### config.mk
export PLATFORM = sky130hd
export DESIGN_NAME = swf_tag_scanner
export DESIGN_NICKNAME = d
export VERILOG_FILES = /design/src/rtl/swf_pkg.sv /design/src/rtl/swf_parse_core.sv /design/src/rtl/swf_result_queue.sv /design/src/rtl/swf_tag_scanner.sv
export VERILOG_INCLUDE_DIRS = /design/src /design/src/rtl
export SDC_FILE = /design/constraint.sdc
export NUM_CORES = 1
export LEC_CHECK = 0
export BUFFER_PORTS_ARGS = -buffer_cell sky130_fd_sc_hd__buf_2
export CELL_PAD_IN_SITES_DETAIL_PLACEMENT = 0
export CELL_PAD_IN_SITES_GLOBAL_PLACEMENT = 1
export CORE_MARGIN = 8
export CORE_UTILIZATION = 49
export CTS_CLUSTER_SIZE = 8
export DETAILED_ROUTE_END_ITERATION = 12
export HOLD_SLACK_MARGIN = 0.03
export PLACE_DENSITY = 0.88
export SLEW_MARGIN = 20
export SYNTH_ARGS = -nofsm -noshare
export SYNTH_HDL_FRONTEND = slang
export SYNTH_SLANG_ARGS = --single-unit
### constraint.sdc
create_clock -name clk -period 7.7 [get_ports clk]
set_input_delay 1.925 -clock clk [delete_from_list [all_inputs] [get_ports clk]]
set_output_delay 1.925 -clock clk [all_outputs]
set_load 0.02 [all_outputs]
### src/rtl/swf_tag_scanner_macros.svh
// assertion macros for the scanner rtl
// expects clk and rst_n in the scope of the module that uses them
`ifndef SWF_TAG_SCANNER_MACROS_SVH
`define SWF_TAG_SCANNER_MACROS_SVH

// checked only while out of reset
`define SWF_ASSERT(lbl, prop, msg) \
    lbl: assert property (@(posedge clk) disable iff (!rst_n) prop) \
        else $error(msg);

// checked on every edge, reset included
`define SWF_ASSERT_ALWAYS(lbl, prop, msg) \
    lbl: assert property (@(posedge clk) prop) \
        else $error(msg);

`endif

### src/rtl/swf_pkg.sv
// types and constants for the swf tag scanner
// no dependencies
`default_nettype none

package swf_pkg;

    // input item: one file byte
    typedef struct packed {
        logic [7:0] data_byte;
        logic       last_byte;
    } swf_in_t;

    // result item: tag header or end-of-file summary
    typedef struct packed {
        logic        result_kind;
        logic [9:0]  tag_type;
        logic [31:0] tag_length;
        logic [31:0] tag_offset;
        logic        is_abc_tag;
        logic        has_abc;
        logic [2:0]  status;
        logic        last_result;
    } swf_res_t;

    // up to two results per byte go into the result queue at once
    typedef struct packed {
        logic [1:0] count;
        swf_res_t   first;
        swf_res_t   second;
    } swf_push_t;

    typedef enum logic [8:0] {
        PH_MAGIC      = 9'b0_0000_0001,
        PH_LENGTH     = 9'b0_0000_0010,
        PH_RECT_FIRST = 9'b0_0000_0100,
        PH_RECT_REST  = 9'b0_0000_1000,
        PH_FRAME      = 9'b0_0001_0000,
        PH_TAG_WAIT   = 9'b0_0010_0000,
        PH_TAG_HI     = 9'b0_0100_0000,
        PH_TAG_LONG   = 9'b0_1000_0000,
        PH_DONE       = 9'b1_0000_0000
    } swf_phase_t;

    typedef enum logic [2:0] {
        ST_OK         = 3'd0,
        ST_BAD_MAGIC  = 3'd1,
        ST_COMPRESSED = 3'd2,
        ST_SIZE       = 3'd3,
        ST_TRUNC      = 3'd4,
        ST_WRAP       = 3'd5
    } swf_status_t;

    localparam logic KIND_TAG     = 1'b0;
    localparam logic KIND_SUMMARY = 1'b1;

    // magic bytes as read little-endian from bytes 0..2
    localparam logic [31:0] MAGIC_SWF = 32'h0053_5746;
    localparam logic [31:0] MAGIC_SWC = 32'h0053_5743;

    localparam logic [9:0]  TAG_ABC_A     = 10'd72;
    localparam logic [9:0]  TAG_ABC_B     = 10'd82;
    localparam logic [5:0]  LONG_LEN_MARK = 6'd63;
    localparam logic [31:0] POS_MAX       = 32'hFFFF_FFFF;

    localparam int FIFO_DEPTH = 4;
    localparam int FIFO_AW    = $clog2(FIFO_DEPTH);
    localparam int FIFO_CW    = $clog2(FIFO_DEPTH + 1);

endpackage

`default_nettype wire

### src/rtl/swf_parse_core.sv
// parse state and per-byte next-state logic of the swf tag scanner
// depends on swf_pkg
`default_nettype none

module swf_parse_core (
    input  wire logic             clk,
    input  wire logic             rst_n,
    input  wire logic             take,
    input  wire swf_pkg::swf_in_t item,
    output swf_pkg::swf_push_t    push
);
    import swf_pkg::*;

    swf_phase_t  phase_reg, phase_next;
    logic [31:0] pos_reg, pos_next;
    logic [31:0] decl_reg, decl_next;
    logic [31:0] acc_reg, acc_next;
    logic [1:0]  idx_reg, idx_next;
    logic [4:0]  rect_left_reg, rect_left_next;
    logic [31:0] tag_end_reg, tag_end_next;
    logic [9:0]  tag_type_reg, tag_type_next;
    logic        found_reg, found_next;
    swf_status_t err_reg, err_next;

    logic [32:0] pos_inc;
    logic [31:0] acc_byte;
    logic [31:0] decl_byte;
    logic [7:0]  rect_total;
    logic [4:0]  rect_left_first;
    logic        emit;
    logic [31:0] emit_len;
    logic [33:0] tag_end_sum;
    logic        emit_abc;
    swf_status_t sum_status;
    swf_res_t    tag_res;
    swf_res_t    sum_res;

    assign pos_inc   = {1'b0, pos_reg} + 33'd1;
    assign acc_byte  = acc_reg | (32'(item.data_byte) << {idx_reg, 3'b000});
    assign decl_byte = decl_reg | (32'(item.data_byte) << {idx_reg, 3'b000});
    // rectangle bytes = ceil((5 + 4n) / 8), n from the top five bits
    assign rect_total      = ({3'b000, item.data_byte[7:3]} << 2) + 8'd12;
    assign rect_left_first = rect_total[7:3] - 5'd1;

    always_comb
    begin
        phase_next     = phase_reg;
        pos_next       = pos_reg;
        decl_next      = decl_reg;
        acc_next       = acc_reg;
        idx_next       = idx_reg;
        rect_left_next = rect_left_reg;
        tag_end_next   = tag_end_reg;
        tag_type_next  = tag_type_reg;
        found_next     = found_reg;
        err_next       = err_reg;
        emit           = 1'b0;
        emit_len       = '0;
        tag_end_sum    = '0;
        emit_abc       = 1'b0;
        sum_status     = ST_OK;
        tag_res        = '0;
        sum_res        = '0;
        push           = '0;

        if (take)
        begin
            unique case (phase_reg)
                PH_MAGIC:
                begin
                    if (pos_reg[31:2] == 30'd0 && pos_reg[1:0] != 2'd3)
                    begin
                        acc_next = acc_reg | (32'(item.data_byte) << {pos_reg[1:0], 3'b000});
                    end
                    if (pos_reg == 32'd2)
                    begin
                        if (acc_next == MAGIC_SWC)
                        begin
                            err_next   = ST_COMPRESSED;
                            phase_next = PH_DONE;
                        end
                        else if (acc_next != MAGIC_SWF)
                        begin
                            err_next   = ST_BAD_MAGIC;
                            phase_next = PH_DONE;
                        end
                    end
                    else if (pos_reg > 32'd2)
                    begin
                        phase_next = PH_LENGTH;
                        idx_next   = 2'd0;
                    end
                end
                PH_LENGTH:
                begin
                    decl_next = decl_byte;
                    if (idx_reg == 2'd3)
                    begin
                        idx_next   = 2'd0;
                        phase_next = PH_RECT_FIRST;
                    end
                    else
                    begin
                        idx_next = idx_reg + 2'd1;
                    end
                end
                PH_RECT_FIRST:
                begin
                    rect_left_next = rect_left_first;
                    idx_next       = 2'd0;
                    phase_next     = (rect_left_first != 5'd0) ? PH_RECT_REST : PH_FRAME;
                end
                PH_RECT_REST:
                begin
                    rect_left_next = rect_left_reg - 5'd1;
                    if (rect_left_next == 5'd0)
                    begin
                        phase_next = PH_FRAME;
                    end
                end
                PH_FRAME:
                begin
                    if (idx_reg == 2'd3)
                    begin
                        idx_next     = 2'd0;
                        tag_end_next = pos_inc[31:0];
                        phase_next   = PH_TAG_WAIT;
                    end
                    else
                    begin
                        idx_next = idx_reg + 2'd1;
                    end
                end
                PH_TAG_WAIT:
                begin
                    if (pos_reg >= tag_end_reg)
                    begin
                        if (pos_reg < decl_reg)
                        begin
                            acc_next   = 32'(item.data_byte);
                            phase_next = PH_TAG_HI;
                        end
                        else
                        begin
                            phase_next = PH_DONE;
                        end
                    end
                end
                PH_TAG_HI:
                begin
                    tag_type_next = {item.data_byte, acc_reg[7:6]};
                    if (acc_reg[5:0] == LONG_LEN_MARK)
                    begin
                        acc_next   = '0;
                        idx_next   = 2'd0;
                        phase_next = PH_TAG_LONG;
                    end
                    else
                    begin
                        emit     = 1'b1;
                        emit_len = 32'(acc_reg[5:0]);
                    end
                end
                PH_TAG_LONG:
                begin
                    acc_next = acc_byte;
                    if (idx_reg == 2'd3)
                    begin
                        idx_next = 2'd0;
                        emit     = 1'b1;
                        emit_len = acc_byte;
                    end
                    else
                    begin
                        idx_next = idx_reg + 2'd1;
                    end
                end
                PH_DONE:
                begin
                    phase_next = PH_DONE;
                end
                default:
                begin
                    phase_next = PH_DONE;
                end
            endcase

            // tag header complete: body starts after this byte
            if (emit)
            begin
                tag_end_sum = {1'b0, pos_inc} + {2'b00, emit_len};
                emit_abc    = (tag_type_next == TAG_ABC_A) || (tag_type_next == TAG_ABC_B);
                tag_res.result_kind = KIND_TAG;
                tag_res.tag_type    = tag_type_next;
                tag_res.tag_length  = emit_len;
                tag_res.tag_offset  = pos_inc[31:0];
                tag_res.is_abc_tag  = emit_abc;
                push.count = 2'd1;
                push.first = tag_res;
                if (emit_abc)
                begin
                    found_next = 1'b1;
                end
                if (tag_end_sum[33:32] != 2'd0)
                begin
                    if (err_next == ST_OK)
                    begin
                        err_next = ST_WRAP;
                    end
                    phase_next = PH_DONE;
                end
                else
                begin
                    tag_end_next = tag_end_sum[31:0];
                    phase_next   = PH_TAG_WAIT;
                end
            end

            if (item.last_byte)
            begin
                priority if (err_next == ST_BAD_MAGIC || err_next == ST_COMPRESSED ||
                             err_next == ST_SIZE)
                begin
                    sum_status = err_next;
                end
                else if (!(phase_next == PH_MAGIC || phase_next == PH_LENGTH) &&
                         pos_inc != {1'b0, decl_next})
                begin
                    sum_status = ST_SIZE;
                end
                else if (!(phase_next == PH_TAG_WAIT || phase_next == PH_DONE))
                begin
                    sum_status = ST_TRUNC;
                end
                else
                begin
                    sum_status = err_next;
                end
                sum_res.result_kind = KIND_SUMMARY;
                sum_res.has_abc     = (sum_status == ST_OK) && found_next;
                sum_res.status      = sum_status;
                sum_res.last_result = 1'b1;
                if (push.count == 2'd0)
                begin
                    push.first = sum_res;
                end
                else
                begin
                    push.second = sum_res;
                end
                push.count = push.count + 2'd1;

                // next byte opens a new file
                phase_next     = PH_MAGIC;
                pos_next       = '0;
                decl_next      = '0;
                acc_next       = '0;
                idx_next       = 2'd0;
                rect_left_next = 5'd0;
                tag_end_next   = '0;
                tag_type_next  = '0;
                found_next     = 1'b0;
                err_next       = ST_OK;
            end
            else
            begin
                if (pos_reg == POS_MAX)
                begin
                    if (err_next != ST_BAD_MAGIC && err_next != ST_COMPRESSED)
                    begin
                        err_next = ST_SIZE;
                    end
                    phase_next = PH_DONE;
                end
                pos_next = pos_inc[31:0];
            end
        end
    end

    always_ff @(posedge clk or negedge rst_n)
    begin
        if (!rst_n)
        begin
            phase_reg     <= PH_MAGIC;
            pos_reg       <= '0;
            decl_reg      <= '0;
            acc_reg       <= '0;
            idx_reg       <= 2'd0;
            rect_left_reg <= 5'd0;
            tag_end_reg   <= '0;
            tag_type_reg  <= '0;
            found_reg     <= 1'b0;
            err_reg       <= ST_OK;
        end
        else
        begin
            phase_reg     <= phase_next;
            pos_reg       <= pos_next;
            decl_reg      <= decl_next;
            acc_reg       <= acc_next;
            idx_reg       <= idx_next;
            rect_left_reg <= rect_left_next;
            tag_end_reg   <= tag_end_next;
            tag_type_reg  <= tag_type_next;
            found_reg     <= found_next;
            err_reg       <= err_next;
        end
    end

endmodule

`default_nettype wire

### src/rtl/swf_result_queue.sv
// result queue of the swf tag scanner, takes up to two results per cycle
// depends on swf_pkg and swf_tag_scanner_macros.svh
`default_nettype none
`include "swf_tag_scanner_macros.svh"

module swf_result_queue (
    input  wire logic               clk,
    input  wire logic               rst_n,
    input  wire swf_pkg::swf_push_t push,
    output logic                    room,
    output logic                    res_valid,
    input  wire logic               res_stall,
    output swf_pkg::swf_res_t       res_item
);
    import swf_pkg::*;

    swf_res_t             slots_reg [FIFO_DEPTH];
    logic [FIFO_AW-1:0]   wr_ptr_reg, wr_ptr_next;
    logic [FIFO_AW-1:0]   rd_ptr_reg, rd_ptr_next;
    logic [FIFO_CW-1:0]   count_reg, count_next;
    logic [FIFO_AW-1:0]   wr_second;
    logic [FIFO_CW-1:0]   free_slots;
    logic                 pop;

    assign pop         = res_valid && !res_stall;
    assign wr_second   = wr_ptr_reg + FIFO_AW'(1);
    assign wr_ptr_next = wr_ptr_reg + FIFO_AW'(push.count);
    assign rd_ptr_next = rd_ptr_reg + FIFO_AW'(pop);
    assign count_next  = count_reg + FIFO_CW'(push.count) - FIFO_CW'(pop);
    assign free_slots  = FIFO_CW'(FIFO_DEPTH) - count_reg;
    // room for two results regardless of the read side
    assign room        = count_reg <= FIFO_CW'(FIFO_DEPTH - 2);
    assign res_valid   = count_reg != '0;
    assign res_item    = slots_reg[rd_ptr_reg];

    always_ff @(posedge clk)
    begin
        if (push.count != 2'd0)
        begin
            slots_reg[wr_ptr_reg] <= push.first;
        end
        if (push.count == 2'd2)
        begin
            slots_reg[wr_second] <= push.second;
        end
    end

    always_ff @(posedge clk or negedge rst_n)
    begin
        if (!rst_n)
        begin
            wr_ptr_reg <= '0;
            rd_ptr_reg <= '0;
            count_reg  <= '0;
        end
        else
        begin
            wr_ptr_reg <= wr_ptr_next;
            rd_ptr_reg <= rd_ptr_next;
            count_reg  <= count_next;
        end
    end

    `SWF_ASSERT(a_no_overflow, FIFO_CW'(push.count) <= free_slots, "result queue overflow")
    `SWF_ASSERT(a_push_two_max, push.count != 2'd3, "more than two results pushed")
    `SWF_ASSERT(a_pop_count,
                (pop && push.count == 2'd0) |=> count_reg == $past(count_reg) - FIFO_CW'(1),
                "queue count lost a pop")
    `SWF_ASSERT_ALWAYS(a_reset_empty, !rst_n |=> !res_valid, "result valid after reset")

endmodule

`default_nettype wire

### src/rtl/swf_tag_scanner.sv
// top level of the swf tag scanner: input register, parse core, result queue
// depends on swf_pkg, swf_parse_core and swf_result_queue
`default_nettype none

// channel   dir  handshake               payload
// byte      in   byte_valid / byte_stall  byte_item (data_byte, last_byte)
// res       out  res_valid / res_stall    res_item (tag header or summary)
//
// one byte per cycle sustained while the receiver keeps up
// the parser takes a byte from the input register after its handshake, and its
// results are written into the result queue and offered from there, so the
// input register and the queue lie between a byte handshake and its results
// a byte marked last can give two results (tag, then summary) in one cycle
// async reset starts a new file at position zero; the byte after a summary
// also starts a new file
// byte_stall rises only when the four-deep result queue has under two free slots

module swf_tag_scanner (
    input  wire logic             clk,
    input  wire logic             rst_n,
    input  wire logic             byte_valid,
    output logic                  byte_stall,
    input  wire swf_pkg::swf_in_t byte_item,
    output logic                  res_valid,
    input  wire logic             res_stall,
    output swf_pkg::swf_res_t     res_item
);
    import swf_pkg::*;

    // input register: holds one byte until the parser takes it
    logic      in_full_reg, in_full_next;
    swf_in_t   in_item_reg;
    logic      accept;
    logic      take;
    logic      room;
    swf_push_t push;

    // parser moves on when the queue can absorb a worst-case two results
    assign take       = in_full_reg && room;
    assign byte_stall = in_full_reg && !room;
    assign accept     = byte_valid && !byte_stall;

    always_comb
    begin
        in_full_next = in_full_reg;
        if (accept)
        begin
            in_full_next = 1'b1;
        end
        else if (take)
        begin
            in_full_next = 1'b0;
        end
    end

    always_ff @(posedge clk or negedge rst_n)
    begin
        if (!rst_n)
        begin
            in_full_reg <= 1'b0;
        end
        else
        begin
            in_full_reg <= in_full_next;
        end
    end

    // payload only, no reset needed
    always_ff @(posedge clk)
    begin
        if (accept)
        begin
            in_item_reg <= byte_item;
        end
    end

    // per-byte parse: magic, length, rectangle, frame fields, tag walk
    swf_parse_core u_core (
        .clk   (clk),
        .rst_n (rst_n),
        .take  (take),
        .item  (in_item_reg),
        .push  (push)
    );

    // results wait here until the receiver takes them
    swf_result_queue u_queue (
        .clk       (clk),
        .rst_n     (rst_n),
        .push      (push),
        .room      (room),
        .res_valid (res_valid),
        .res_stall (res_stall),
        .res_item  (res_item)
    );

endmodule

`default_nettype wire
==> summary.md <==
| Metric | Value |
|---|---|
| Status | `finished, final reports clean` |
| CP max FO | `18` |
| Power Density | `272.4 mW/mm^2` |
| Unrepaired setup endpoints after global routing | `false` |
| Post-Place Cell Area | `0.02783 sq mm` |
| Post-route cell area | `0.02996 sq mm` |
| Top cells by area, synth | `dfxtp_1 (22%), dfrtp_1 (15%), a22o_1 (6.9%)` |
| Port Buffers | `95` |
| Mean post-synth cell area | `9.264 sq um` |
| Placed wire-length estimate | `63010 microns` |
| Crit path from | `u_core.pos_reg[1]$_DFFE_PN0P_` |
| Clock sink count | `495` |
| Layout cells sized above 1 | `12.33%` |
| Vias in the first global route | `22988` |
| Worst Path Class, Setup | `flop to flop` |
| Top cell type's share of synthesized area | `22.38%` |
| Required @ worst endpoint | `8.13 ns` |
| Post-route DRC violation count | `0` |
| Critical path arrival | `7.14 ns` |
| Ys flop type | `dfxtp_1` |
| Area leader, netlist | `dfxtp_1` |
| Num CTS Buffers | `72` |
| Measured slew at the worst slew-check pin | `1.176 ns` |
| Internal power | `0.005193 W` |
| Synth Instances | `2897` |
| Initial antenna violation count | `0` |
| Antenna Nets Post-Route | `0` |
| Pins Over Slew Limit | `0` |
| Hold buffers post-CTS | `0` |
| Die Ht | `250.0 microns` |
| Post-synth EDFFs | `29` |
| # Max-Cap Violations | `0` |
| Tightest Hold Check Type | `flop to flop` |
| Syn_nets | `3022` |
| Seq/Total Area, Yosys | `41.10%` |
| Core ar. | `0.05403 sq mm` |
| Most common cell in the netlist | `nand2_1` |
| Tcrit/Tclk final | `87.10%` |
| Max VDD drop | `0.1721 mV` |
| Pre-Repair DR Iteration Count | `6` |
| Clock slew at reported path FFs | `0.06 ns` |
| Number of H-tree levels | `3` |
| CTS resizes | `0` |
| Overflow after GRT | `0` |
| DR vias | `23627` |
| First-pass GRT wire length | `139300 microns` |
| Top Ports | `96` |
| Largest net degree at the start of global routing | `61` |
| Share of power burned in combinational logic | `25.8%` |
| Fin. Hold Viols | `0` |
| Ys async rst share | `33.54%` |
| Clock skew | `0.05479 ns` |
| Startpoint Class | `flop` |
| CTS tree | `built` |
| Maximum clock frequency | `149.1 MHz` |
| Max FFs per register | `320` |
| Psw | `0.002968 W` |
| Post-CTS setup buffer count | `0` |
| Yosys reg bits | `495` |
| Netlist cell types | `87` |
| Clock root buffer | `clkbuf_16` |
| Leakage power | `12.26 nW` |
| Row Count | `85` |
| Mapped cell area | `0.02684 sq mm` |
| N_diodes | `0` |
| Gp weighted congestion | `0.9668` |
| Die Footprint | `0.06252 sq mm` |
| GRT Resource Usage Total | `28.03%` |
| WL/cell | `24.82 microns` |
| RR Startpoint | `u_core.pos_reg[1]$_DFFE_PN0P_` |
| Initial Utilization | `49.68%` |
| Layout Nets | `3026` |
| Chip width | `250.0 microns` |
| Min-delay src | `u_queue.slots_reg[2][35]$_SDFFE_PP0P_` |
| CTS max path bufs | `3` |
| Area Growth Syn to Fin | `11.63%` |
| Sw Share | `36.37%` |
| Top cells by count, synth | `nand2_1 (323), dfxtp_1 (300), o21ai_0 (241)` |
| Clk pwr share | `36.5%` |
| Vias/cell | `6.507` |
| YS warnings | `0` |
| Slew margin rel. | `21.03%` |
| Reg power frac | `37.7%` |
| Crit path capture type | `flop` |
| Endpoints failing setup | `0` |
| Crit path time final | `6.707 ns` |
| WL final | `90120 microns` |
| First DRT Iteration DRCs | `2382` |
| Clock Latency Late Sink | `0.63 ns` |
| Setup_tns | `0 ns` |
| FILL cells | `4758` |
## worst paths after layout
check	endpoint	slack, ns	depth (start not counted)
max in group asynchronous	u_queue.rd_ptr_reg[0]$_DFF_PN0_	5.11	2
min	u_queue.slots_reg[2][35]$_SDFFE_PP0P_	0.45	2
max reg2reg	u_queue.slots_reg[0][4]$_DFFE_PP_	0.99	17
min reg2reg	u_queue.slots_reg[2][35]$_SDFFE_PP0P_	0.45	2
min in group asynchronous	u_core.rect_left_reg[2]$_DFFE_PN0P_	1.29	1
max	u_queue.slots_reg[0][4]$_DFFE_PP_	0.99	17
## final cells by class
cell class,count,area [sq um],share of cell area [%]
flip-flops and latches,495,11040,36.85
clock inverters,8,202.7,0.6765
multi-input cells,2067,14580,48.67
inverters,115,431.7,1.441
well taps,696,870.8,2.907
clock buffers,100,1927,6.431
repair buffers,150,907.1,3.028
## cells by family (layout without fill, tap and decap cells)
group | after synthesis | in the layout | share of synthesized area [%]
AO/OA/AOI/OAI | 923 | 923 | 22.90
adder cells (fa/ha/maj) | 112 | 112 | 5.277
AND/OR/NAND/NOR | 851 | 851 | 15.24
buffers and inverters | 335 | 373 | 4.820
XOR/XNOR | 93 | 93 | 3.627
multiplexers | 88 | 88 | 7.026
flip-flops | 495 | 495 | 41.10
## per-layer routing
| metal | track usage [%] | vias to the layer above | share of wire, % |
|---|---|---|---|
| li1 | - | 10646 | - |
| met1 | 38.60 | 11673 | 43 |
| met2 | 43.89 | 1124 | 45 |
| met3 | 4.043 | 184 | 7.4 |
| met4 | 11.79 | 0 | 4.1 |
| met5 | 0 | - | 0 |
## cells in the final DEF (no fill, tap or decap), types with 15 or more instances in the layout
master / Yosys / final
nand2_1: 323 / 322
o21a_1: 15 / 15
dfxtp_1: 300 / 300
and3_1: 23 / 23
nor2_1: 214 / 205
edfxtp_1: 29 / 29
nor2b_1: 19 / 19
o31ai_1: 16 / 16
clkbuf_1: 184 / 26
buf_2: 11 / 94
o22ai_1: 31 / 31
a22o_1: 212 / 212
nand2b_1: 20 / 20
nand4_1: 33 / 33
mux4_2: 80 / 80
dfrtp_1: 165 / 163
xor2_1: 37 / 37
a41oi_1: 18 / 18
and4_1: 15 / 15
o21ai_0: 241 / 241
nor4_1: 26 / 25
a21oi_1: 228 / 228
clkbuf_16: 0 / 72
xnor2_1: 44 / 44
a31oi_1: 17 / 17
a32o_1: 16 / 16
nand3_1: 44 / 44
ha_1: 110 / 110
a21o_1: 25 / 25
buf_4: 2 / 54
inv_1: 114 / 114
nor3_1: 57 / 56
## power groups by stage
stage | logic (W) | clock network, W | registers, W
4_1_cts | 0.00207 | 0.00303 | 0.00307
2_1_floorplan | 0.00158 | 0 | 0.00285
5_1_grt | 0.00224 | 0.00313 | 0.00310
3_3_place_gp | 0.00204 | 0 | 0.00311
6_report | 0.00211 | 0.00298 | 0.00307
3_5_place_dp | 0.00206 | 0 | 0.00311
## stage by stage
stage,std cells,hold WS [ns],setup WS (ns),utilization (%),power (W)
CTS,3631,0.4477,1.120,55.45,0.008163
floorplan,2897,0.4198,2.287,-,0.004433
global placement,3522,0.4282,1.467,51.48,0.005149
finish,3631,0.4457,0.9934,55.45,0.008161
detailed placement,3523,0.4372,1.156,51.51,0.005175
global route,3631,0.4714,0.5049,55.45,0.008479
## critical path: stages (launching register included)
cell       delay (ns)
dfrtp_1          0.71
ha_1             0.48
inv_1            0.19
or4_1            0.75
nor3_2           0.46
nand3_1          0.26
xnor2_1          0.63
ha_1             0.42
a21oi_1          0.20
nor2b_1          0.06
o21ai_0          0.15
nand2_1          0.07
o41ai_1          0.72
o2111ai_1        0.34
nand4_1          0.18
a21oi_1          0.16
a2111oi_4        0.47
nor3b_1          0.25
Note: power is estimated with default switching activity, not from simulation.
